File: config.mk
export PLATFORM = sky130hd
export DESIGN_NAME = rgb_to_yuv420_planar_converter
export DESIGN_NICKNAME = d
export VERILOG_FILES = /design/src/rtl/ryuv_pkg.sv /design/src/rtl/rgb_to_yuv420_planar_converter.sv /design/src/rtl/ryuv_pixel_seq.sv
export SDC_FILE = /design/constraint.sdc
export NUM_CORES = 2
export LEC_CHECK = 0
export ABC_AREA = 1
export BUFFER_PORTS_ARGS = -buffer_cell sky130_fd_sc_hd__buf_2
export CAP_MARGIN = 30
export CORE_ASPECT_RATIO = 1.4
export CORE_MARGIN = 4
export CORE_UTILIZATION = 65
export CTS_BUF_LIST = sky130_fd_sc_hd__clkbuf_8
export CTS_CLUSTER_SIZE = 10
export DETAILED_ROUTE_END_ITERATION = 10
export PLACE_DENSITY = 0.82
export SYNTH_ARGS = -nofsm -noshare
export SYNTH_HDL_FRONTEND = slang
export SYNTH_SLANG_ARGS = --single-unit
File: constraint.sdc
create_clock -name clk_i -period 13.6 [get_ports clk_i]
set_input_delay 3.4 -clock clk_i [delete_from_list [all_inputs] [get_ports clk_i]]
set_output_delay 3.4 -clock clk_i [all_outputs]
set_load 0.02 [all_outputs]
File: src/rtl/ryuv_pkg.sv
package ryuv_pkg;

  localparam int MAX_WIDTH_DEF  = 2048;
  localparam int MAX_HEIGHT_DEF = 2048;

  localparam int CFG_IDX_W  = 2;
  localparam int CFG_DATA_W = 12;
  localparam int DIM_W      = 12;
  localparam int BPP_W      = 3;

  typedef enum logic [CFG_IDX_W-1:0] {
    REG_FRAME_WIDTH     = 2'd0,
    REG_FRAME_HEIGHT    = 2'd1,
    REG_BYTES_PER_PIXEL = 2'd2,
    REG_SWAP_RED_BLUE   = 2'd3
  } cfg_reg_e;

  localparam logic [DIM_W-1:0] WIDTH_RST  = 12'd2;
  localparam logic [DIM_W-1:0] HEIGHT_RST = 12'd1;
  localparam logic [BPP_W-1:0] BPP_RST    = 3'd4;
  localparam logic [BPP_W-1:0] BPP_FOUR   = 3'd4;
  localparam logic             SWAP_RST   = 1'b1;

  localparam int LUMA_IDX_W   = 22;
  localparam int CHROMA_IDX_W = 20;
  localparam int PIX_W        = 8;
  localparam int IN_TDATA_W   = 8;
  localparam int OUT_PAD_W    = 6;
  localparam int OUT_TDATA_W  = 72;

  // weighted sums before the divide by 100
  localparam int SUM_W = 16;
  localparam int NUM_W = 15;

  localparam logic [SUM_W-1:0] Y_R = 16'd30;
  localparam logic [SUM_W-1:0] Y_G = 16'd59;
  localparam logic [SUM_W-1:0] Y_B = 16'd11;
  localparam logic [SUM_W-1:0] U_R = 16'd17;
  localparam logic [SUM_W-1:0] U_G = 16'd33;
  localparam logic [SUM_W-1:0] U_B = 16'd50;
  localparam logic [SUM_W-1:0] V_R = 16'd50;
  localparam logic [SUM_W-1:0] V_G = 16'd42;
  localparam logic [SUM_W-1:0] V_B = 16'd8;
  localparam logic [SUM_W-1:0] CHROMA_BIAS = 16'd12800;

  // n / 100 == (n * DIV_MUL) >> DIV_SHIFT for n < 43690
  localparam int               DIV_MUL_W = 16;
  localparam logic [DIV_MUL_W-1:0] DIV_MUL = 16'd41944;
  localparam int               DIV_SHIFT = 22;
  localparam int               DIV_PROD_W = NUM_W + DIV_MUL_W;

  typedef struct packed {
    logic [PIX_W-1:0] red;
    logic [PIX_W-1:0] green;
    logic [PIX_W-1:0] blue;
    logic             chroma_write;
    logic             frame_end;
  } pixel_t;

endpackage

File: src/rtl/rgb_to_yuv420_planar_converter.sv
// channel  dir  signals                       payload
// s_axis   in   tvalid tready tdata[7:0]      pixel_byte
// m_axis   out  tvalid tready tdata tuser tlast  luma/chroma indexes and values,
//                                             chroma_write, frame_end
// cfg      in   cfg_valid cfg_ready cfg_index cfg_data  register writes
//
// one byte accepted per clock while s_axis_tready is high; a pixel's sums register
// at the edge that takes its third byte, the divide-by-100 result (reciprocal
// multiply) in the output register behind them; m_axis_tvalid rises as the sum
// stage passes into the output register, and the word leaves with m_axis_tready
// a stalled output word holds; the sum stage holds behind it once full, and then
// s_axis_tready drops
// reset clears the byte phase and counters and loads the register defaults;
// cfg_ready_o is always high
module rgb_to_yuv420_planar_converter #(
  parameter int MAX_WIDTH  = ryuv_pkg::MAX_WIDTH_DEF,
  parameter int MAX_HEIGHT = ryuv_pkg::MAX_HEIGHT_DEF
) (
  input  logic                                clk_i,
  input  logic                                rst_ni,
  input  logic                                s_axis_tvalid,
  output logic                                s_axis_tready,
  input  logic [ryuv_pkg::IN_TDATA_W-1:0]     s_axis_tdata,  // pixel_byte
  output logic                                m_axis_tvalid,
  input  logic                                m_axis_tready,
  // luma_index, luma, chroma_index, chroma_u, chroma_v, zero pad
  output logic [ryuv_pkg::OUT_TDATA_W-1:0]    m_axis_tdata,
  output logic                                m_axis_tuser,  // chroma_write
  output logic                                m_axis_tlast,  // frame_end
  input  logic                                cfg_valid_i,
  output logic                                cfg_ready_o,
  input  logic [ryuv_pkg::CFG_IDX_W-1:0]      cfg_index_i,
  input  logic [ryuv_pkg::CFG_DATA_W-1:0]     cfg_data_i
);

  localparam int CW  = $clog2(MAX_WIDTH);
  localparam int RW  = (MAX_HEIGHT > 1) ? $clog2(MAX_HEIGHT) : 1;
  localparam int EW  = ($clog2(MAX_WIDTH) + 1 > ryuv_pkg::DIM_W) ?
                       $clog2(MAX_WIDTH) + 1 : ryuv_pkg::DIM_W;
  localparam int PW  = RW + EW;
  localparam int LIW = ryuv_pkg::LUMA_IDX_W;
  localparam int CIW = ryuv_pkg::CHROMA_IDX_W;
  localparam int SW  = ryuv_pkg::SUM_W;
  localparam int NW  = ryuv_pkg::NUM_W;
  localparam int DPW = ryuv_pkg::DIV_PROD_W;
  localparam int PXW = ryuv_pkg::PIX_W;

  logic              byte_acc, pix_valid, out_adv;
  ryuv_pkg::pixel_t  pix;
  logic [CW-1:0]     col;
  logic [RW-1:0]     row;
  logic [EW-1:0]     width;

  logic [PW-1:0]     luma_idx_full, chroma_idx_full;
  logic [SW-1:0]     r16, g16, b16, y_sum, u_sum, v_sum;

  logic              s1_valid_q;
  logic [LIW-1:0]    s1_luma_idx_q;
  logic [CIW-1:0]    s1_chroma_idx_q;
  logic [NW-1:0]     s1_y_q, s1_u_q, s1_v_q;
  logic              s1_cw_q, s1_last_q;

  logic [DPW-1:0]    y_prod, u_prod, v_prod;

  logic                             out_valid_q;
  logic [ryuv_pkg::OUT_TDATA_W-1:0] out_data_q;
  logic                             out_user_q, out_last_q;

  assign cfg_ready_o   = 1'b1;
  assign out_adv       = !out_valid_q || m_axis_tready;
  assign s_axis_tready = !s1_valid_q || out_adv;
  assign byte_acc      = s_axis_tvalid && s_axis_tready;

  ryuv_pixel_seq #(
    .MAX_WIDTH  (MAX_WIDTH),
    .MAX_HEIGHT (MAX_HEIGHT)
  ) u_seq (
    .clk_i        (clk_i),
    .rst_ni       (rst_ni),
    .cfg_valid_i  (cfg_valid_i),
    .cfg_index_i  (cfg_index_i),
    .cfg_data_i   (cfg_data_i),
    .byte_valid_i (byte_acc),
    .byte_i       (s_axis_tdata),
    .pix_valid_o  (pix_valid),
    .pix_o        (pix),
    .col_o        (col),
    .row_o        (row),
    .width_o      (width)
  );

  always_comb begin
    luma_idx_full   = PW'(row) * PW'(width) + PW'(col);
    chroma_idx_full = PW'(row >> 1) * PW'(width >> 1) + PW'(col >> 1);
    r16   = SW'(pix.red);
    g16   = SW'(pix.green);
    b16   = SW'(pix.blue);
    y_sum = ryuv_pkg::Y_R * r16 + ryuv_pkg::Y_G * g16 + ryuv_pkg::Y_B * b16;
    u_sum = ryuv_pkg::U_B * b16 + ryuv_pkg::CHROMA_BIAS
          - ryuv_pkg::U_R * r16 - ryuv_pkg::U_G * g16;
    v_sum = ryuv_pkg::V_R * r16 + ryuv_pkg::CHROMA_BIAS
          - ryuv_pkg::V_G * g16 - ryuv_pkg::V_B * b16;
  end

  always_ff @(posedge clk_i or negedge rst_ni) begin
    if (!rst_ni) begin
      s1_valid_q <= 1'b0;
    end else if (byte_acc && pix_valid) begin
      s1_valid_q <= 1'b1;
    end else if (out_adv) begin
      s1_valid_q <= 1'b0;
    end
  end

  always_ff @(posedge clk_i) begin
    if (byte_acc && pix_valid) begin
      s1_luma_idx_q   <= LIW'(luma_idx_full);
      s1_chroma_idx_q <= CIW'(chroma_idx_full);
      s1_y_q          <= y_sum[NW-1:0];
      s1_u_q          <= u_sum[NW-1:0];
      s1_v_q          <= v_sum[NW-1:0];
      s1_cw_q         <= pix.chroma_write;
      s1_last_q       <= pix.frame_end;
    end
  end

  always_comb begin
    y_prod = DPW'(s1_y_q) * DPW'(ryuv_pkg::DIV_MUL);
    u_prod = DPW'(s1_u_q) * DPW'(ryuv_pkg::DIV_MUL);
    v_prod = DPW'(s1_v_q) * DPW'(ryuv_pkg::DIV_MUL);
  end

  always_ff @(posedge clk_i or negedge rst_ni) begin
    if (!rst_ni) begin
      out_valid_q <= 1'b0;
    end else if (out_adv) begin
      out_valid_q <= s1_valid_q;
    end
  end

  always_ff @(posedge clk_i) begin
    if (out_adv && s1_valid_q) begin
      out_data_q <= {{ryuv_pkg::OUT_PAD_W{1'b0}},
                     v_prod[ryuv_pkg::DIV_SHIFT +: PXW],
                     u_prod[ryuv_pkg::DIV_SHIFT +: PXW],
                     s1_chroma_idx_q,
                     y_prod[ryuv_pkg::DIV_SHIFT +: PXW],
                     s1_luma_idx_q};
      out_user_q <= s1_cw_q;
      out_last_q <= s1_last_q;
    end
  end

  assign m_axis_tvalid = out_valid_q;
  assign m_axis_tdata  = out_data_q;
  assign m_axis_tuser  = out_user_q;
  assign m_axis_tlast  = out_last_q;

endmodule

File: src/rtl/ryuv_pixel_seq.sv
module ryuv_pixel_seq #(
  parameter int MAX_WIDTH  = ryuv_pkg::MAX_WIDTH_DEF,
  parameter int MAX_HEIGHT = ryuv_pkg::MAX_HEIGHT_DEF,
  localparam int CW  = $clog2(MAX_WIDTH),
  localparam int RW  = (MAX_HEIGHT > 1) ? $clog2(MAX_HEIGHT) : 1,
  localparam int EW  = ($clog2(MAX_WIDTH) + 1 > ryuv_pkg::DIM_W) ?
                       $clog2(MAX_WIDTH) + 1 : ryuv_pkg::DIM_W,
  localparam int HEW = ($clog2(MAX_HEIGHT) + 1 > ryuv_pkg::DIM_W) ?
                       $clog2(MAX_HEIGHT) + 1 : ryuv_pkg::DIM_W
) (
  input  logic                              clk_i,
  input  logic                              rst_ni,
  input  logic                              cfg_valid_i,
  input  logic [ryuv_pkg::CFG_IDX_W-1:0]    cfg_index_i,
  input  logic [ryuv_pkg::CFG_DATA_W-1:0]   cfg_data_i,
  input  logic                              byte_valid_i,
  input  logic [ryuv_pkg::PIX_W-1:0]        byte_i,
  output logic                              pix_valid_o,
  output ryuv_pkg::pixel_t                  pix_o,
  output logic [CW-1:0]                     col_o,
  output logic [RW-1:0]                     row_o,
  output logic [EW-1:0]                     width_o
);

  typedef enum logic [1:0] {
    PH_FIRST  = 2'd0,
    PH_SECOND = 2'd1,
    PH_THIRD  = 2'd2,
    PH_SKIP   = 2'd3
  } phase_e;

  localparam logic [EW-1:0]  W_MIN = EW'(2);
  localparam logic [EW-1:0]  W_LIM = EW'(MAX_WIDTH);
  localparam logic [EW-1:0]  W_MAX = EW'((MAX_WIDTH / 2) * 2);
  localparam logic [HEW-1:0] H_MIN = HEW'(1);
  localparam logic [HEW-1:0] H_MAX = HEW'(MAX_HEIGHT);

  phase_e                          phase_q;
  logic [ryuv_pkg::PIX_W-1:0]      first_q, second_q;
  logic [CW-1:0]                   col_q;
  logic [RW-1:0]                   row_q;
  logic [ryuv_pkg::DIM_W-1:0]      width_q, height_q;
  logic [ryuv_pkg::BPP_W-1:0]      bpp_q;
  logic                            swap_q;

  logic [EW-1:0]  w_raw, w_eff;
  logic [HEW-1:0] h_raw, h_eff;
  logic [CW-1:0]  col_eff;
  logic [RW-1:0]  row_eff;
  logic           last_col, last_row;

  always_comb begin
    w_raw = EW'({width_q[ryuv_pkg::DIM_W-1:1], 1'b0});
    if (w_raw < W_MIN) begin
      w_eff = W_MIN;
    end else if (w_raw > W_LIM) begin
      w_eff = W_MAX;
    end else begin
      w_eff = w_raw;
    end
    h_raw = HEW'(height_q);
    if (h_raw < H_MIN) begin
      h_eff = H_MIN;
    end else if (h_raw > H_MAX) begin
      h_eff = H_MAX;
    end else begin
      h_eff = h_raw;
    end
    col_eff  = (EW'(col_q) >= w_eff) ? '0 : col_q;
    row_eff  = (HEW'(row_q) >= h_eff) ? '0 : row_q;
    last_col = (EW'(col_eff) + EW'(1)) >= w_eff;
    last_row = (HEW'(row_eff) + HEW'(1)) >= h_eff;
  end

  assign pix_valid_o = byte_valid_i && (phase_q == PH_THIRD);
  assign col_o       = col_eff;
  assign row_o       = row_eff;
  assign width_o     = w_eff;

  always_comb begin
    pix_o.green        = second_q;
    pix_o.red          = swap_q ? byte_i : first_q;
    pix_o.blue         = swap_q ? first_q : byte_i;
    pix_o.chroma_write = col_eff[0];
    pix_o.frame_end    = last_col && last_row;
  end

  always_ff @(posedge clk_i or negedge rst_ni) begin
    if (!rst_ni) begin
      phase_q  <= PH_FIRST;
      first_q  <= '0;
      second_q <= '0;
      col_q    <= '0;
      row_q    <= '0;
      width_q  <= ryuv_pkg::WIDTH_RST;
      height_q <= ryuv_pkg::HEIGHT_RST;
      bpp_q    <= ryuv_pkg::BPP_RST;
      swap_q   <= ryuv_pkg::SWAP_RST;
    end else begin
      if (cfg_valid_i) begin
        case (ryuv_pkg::cfg_reg_e'(cfg_index_i))
          ryuv_pkg::REG_FRAME_WIDTH:     width_q  <= cfg_data_i;
          ryuv_pkg::REG_FRAME_HEIGHT:    height_q <= cfg_data_i;
          ryuv_pkg::REG_BYTES_PER_PIXEL: bpp_q    <= cfg_data_i[ryuv_pkg::BPP_W-1:0];
          ryuv_pkg::REG_SWAP_RED_BLUE:   swap_q   <= cfg_data_i[0];
          default: ;
        endcase
      end
      if (byte_valid_i) begin
        case (phase_q)
          PH_FIRST: begin
            first_q <= byte_i;
            phase_q <= PH_SECOND;
          end
          PH_SECOND: begin
            second_q <= byte_i;
            phase_q  <= PH_THIRD;
          end
          PH_THIRD: begin
            phase_q <= (bpp_q >= ryuv_pkg::BPP_FOUR) ? PH_SKIP : PH_FIRST;
            if (last_col) begin
              col_q <= '0;
              row_q <= last_row ? '0 : RW'(HEW'(row_eff) + HEW'(1));
            end else begin
              col_q <= CW'(EW'(col_eff) + EW'(1));
              row_q <= row_eff;
            end
          end
          PH_SKIP: phase_q <= PH_FIRST;
          default: phase_q <= PH_FIRST;
        endcase
      end
    end
  end

endmodule

==> key figures <==
Clocking
  • Post-cts sizing count: 0
  • CTS Buf Count: 38
  • CTS max path bufs: 3
  • Clk Tree Root Cell: clkbuf_8
  • Post-CTS setup buffer count: 0
  • Htree depth: 2
  • Clk_lat worst skew: between 0.6 and 0.7 ns
  • CTS Sinks: between 200 and 250
  • Hold-fix buffers at CTS: 0
  • CTS clock-pin slew for the worst setup and hold paths: 0.06 ns
  • CTS tree: built

Timing
  • Unrepaired setup endpoints after global routing: no
  • Slew @ Worst Pin: about 1.1 ns
  • Final min period: 8.97 ns
  • Max Clock Skew: roughly 0.050 ns
  • Final hold vios: 0
  • F_max: 111 MHz
  • Max-slew violation count: 0
  • Hold slack: ~0.42 ns
  • Headroom to the max-slew limit: between 20% and 30%
  • Final setup fails: 0
  • Setup TNS: 0 ns
  • Period utilization: around two thirds

Logic synthesis
  • Post-synth EDFFs: 153
  • #FFs+latches synth: 220
  • Cell variety after synth: 58
  • Main flop type after synthesis: edfxtp_1
  • Post-synthesis sequential area ratio: between 10% and 20%
  • Async S/R FF share, synth: 30.5%
  • Mapped cell area: approximately 0.033 mm²
  • Cells after synthesis: around 3,600
  • Yosys warns: 0
  • Syn avg cell area: approximately 9.2 µm²

Layout
  • Most common cell after layout, fill and taps aside: inv_1
  • Final Non-Filler Cells: ~4,500
  • Share of post-route cells with drive strength above 1: under 10%
  • Filler Cell Count: ~3,700
  • Nets: 4,852
  • Commonest cells after routing, fill and taps aside: inv_1 (963), ha_1 (638), nand2_1 (478), fa_1 (414), nor2_1 (170)
  • Area occupied by multi-input gates: between 0.02 and 0.025 mm²
  • Synth-to-Final Area Change: 6.09%
  • FF+latch area: around 0.0063 mm²

Floorplan
  • IO Pins: 104
  • Chip height: about 280 µm
  • Die ar.: approximately 0.055 mm²
  • Initial Util: 65.5%
  • Core ar.: between 0.05 and 0.06 mm²
  • # rows: 98
  • Die X: ~200 µm

Global routing
  • Largest net degree at the start of global routing: 70
  • Number of global-route vias before repair: between 20,000 and 30,000
  • Initial antenna violation count: 2
  • Wire length of the first global-routing pass: ~130,000 µm
  • Total grt overflow: 0
  • Total GRT Usage: 28.7%

Setup path
  • Worst-path maximum fanout: 6
  • Crit. End Element: flip-flop
  • Worst path slowest cell: fa_1
  • Crit path arrival time: approximately 9.3 ns
  • CP Launch Type: input pin
  • Max stage delay on crit path: about 0.6 ns
  • Top delay family on crit path: adder cells
  • Kind of critical path: input pin to flip-flop
  • CP bufs+invs: 6
  • Req. time, crit path: 13.96 ns

Place
  • Placed Instances: between 4,000 and 5,000
  • Final Wtd Congestion: about 0.98
  • Detailed-placement wirelength estimate: about 64,000 µm
  • IO buf count: 96

Route
  • Total Routed Length: between 70,000 and 80,000 µm
  • Antenna Nets Post-Route: 0
  • DR iter-0 viols: between 1,000 and 1,500
  • Via count: about 25,000
  • Initial DRT Pass Iterations: 5
  • Vias per cell: between 5 and 6
  • # DRC: 0
  • Avg WL per Cell: ~17 µm

Min path
  • Worst min path class: flip-flop to flip-flop

Flow run
  • Max-cap violations: 0

Status
  • Outcome: complete, no violations
worst reg2reg max path: cells and delay by family, from the launching register on:
family          cells  cell delay, ns
simple gates       12            2.45
buf+inv             4            0.28
flops               1            0.40
fa+ha+maj           7            3.11
compound gates      8            1.60
worst paths after layout:
path / from / endpoint / slack (ns) / depth (start not counted)
max in group asynchronous: rst_ni / m_axis_tvalid$_DFFE_PN0P_ / 9.94 / 2
max: s_axis_tdata[3] / s1_y_q[13]$_DFFE_PP_ / 4.63 / 26
min in group asynchronous: rst_ni / u_seq.row_q[8]$_DFFE_PN0P_ / 2.98 / 2
max reg2reg: u_seq.h_raw[4]$_DFFE_PN0P_ / s1_luma_idx_q[16]$_DFFE_PP_ / 5.48 / 31
min reg2reg: s1_chroma_idx_q[17]$_DFFE_PP_ / m_axis_tdata[47]$_DFFE_PP_ / 0.42 / 0
min: s1_chroma_idx_q[17]$_DFFE_PP_ / m_axis_tdata[47]$_DFFE_PP_ / 0.42 / 0
flip-flops by register name, summed over array words and instances (netlist names), 2 cells and up:
name and cells:
u_seq.phase_q 2, m_axis_tdata 66, s1_chroma_idx_q 20, u_seq.row_q 11, s1_luma_idx_q 22, s1_u_q 15
u_seq.width_q 11, u_seq.first_q 8, s1_v_q 13, u_seq.second_q 8, s1_y_q 15, u_seq.col_q 11
u_seq.h_raw 12
cell type report:
class	instances	share of cell area [%]
diodes	1	0.00706
clock buffers	41	1.59
clock inverters	29	0.470
inverters	970	10.3
multi-input cells	2433	66.0
flip-flops and latches	220	17.7
well taps	650	2.30
repair buffers	110	1.65
per-layer routing:
| layer | share of wire, % | GRT usage [%] |
|---|---|---|
| met1 | 37 | 32.8 |
| met2 | 52 | 51.4 |
| met3 | 4.5 | 4.02 |
| met4 | 6.2 | 14.9 |
| met5 | 0.025 | 0 |
through the flow:
stage / setup WS, ns / instance area [µm²] / util (%)
finish: 4.63 / 35400 / 69.4
global route: 4.22 / 35400 / 69.4
CTS: 4.64 / 35400 / 69.4
detailed placement: 3.94 / 34700 / 68.0
global placement: 4.14 / 34700 / 68.0
floorplan: 4.64 / 33400 / -
kinds of logic after synthesis:
logic type	count (synthesis)	synth area share (%)
other	2	0.0225
flip-flops	220	18.8
AND/OR/NAND/NOR	837	10.8
adder cells (fa/ha/maj)	1052	48.7
buffers and inverters	995	11.3
XOR/XNOR	140	3.69
AO/OA/AOI/OAI	397	6.59
cells in the mapped netlist, types with 9 or more instances:
cell type  instances  share of area [%]
a21o_1            18               0.40
a21oi_1          159                2.4
a31oi_1           15               0.28
clkbuf_1          12               0.13
dfrtp_1           63                4.7
edfxtp_1         153                 14
fa_1             414                 25
ha_1             638                 24
inv_1            954                 11
inv_2             12               0.13
nand2_1          478                5.4
nand3_1           86                1.3
nand4_1           30               0.56
nor2_1           170                1.9
nor3_1            21               0.31
nor4_1             9               0.17
o21ai_0          139                2.1
o21ai_1           11               0.16
o21bai_1          13               0.29
o22ai_1            9               0.17
xnor2_1           51                1.3
xor2_1            88                2.3
Power is not shown: default switching activity piles up to over one toggle a cycle in this logic, so the estimate is an artifact.
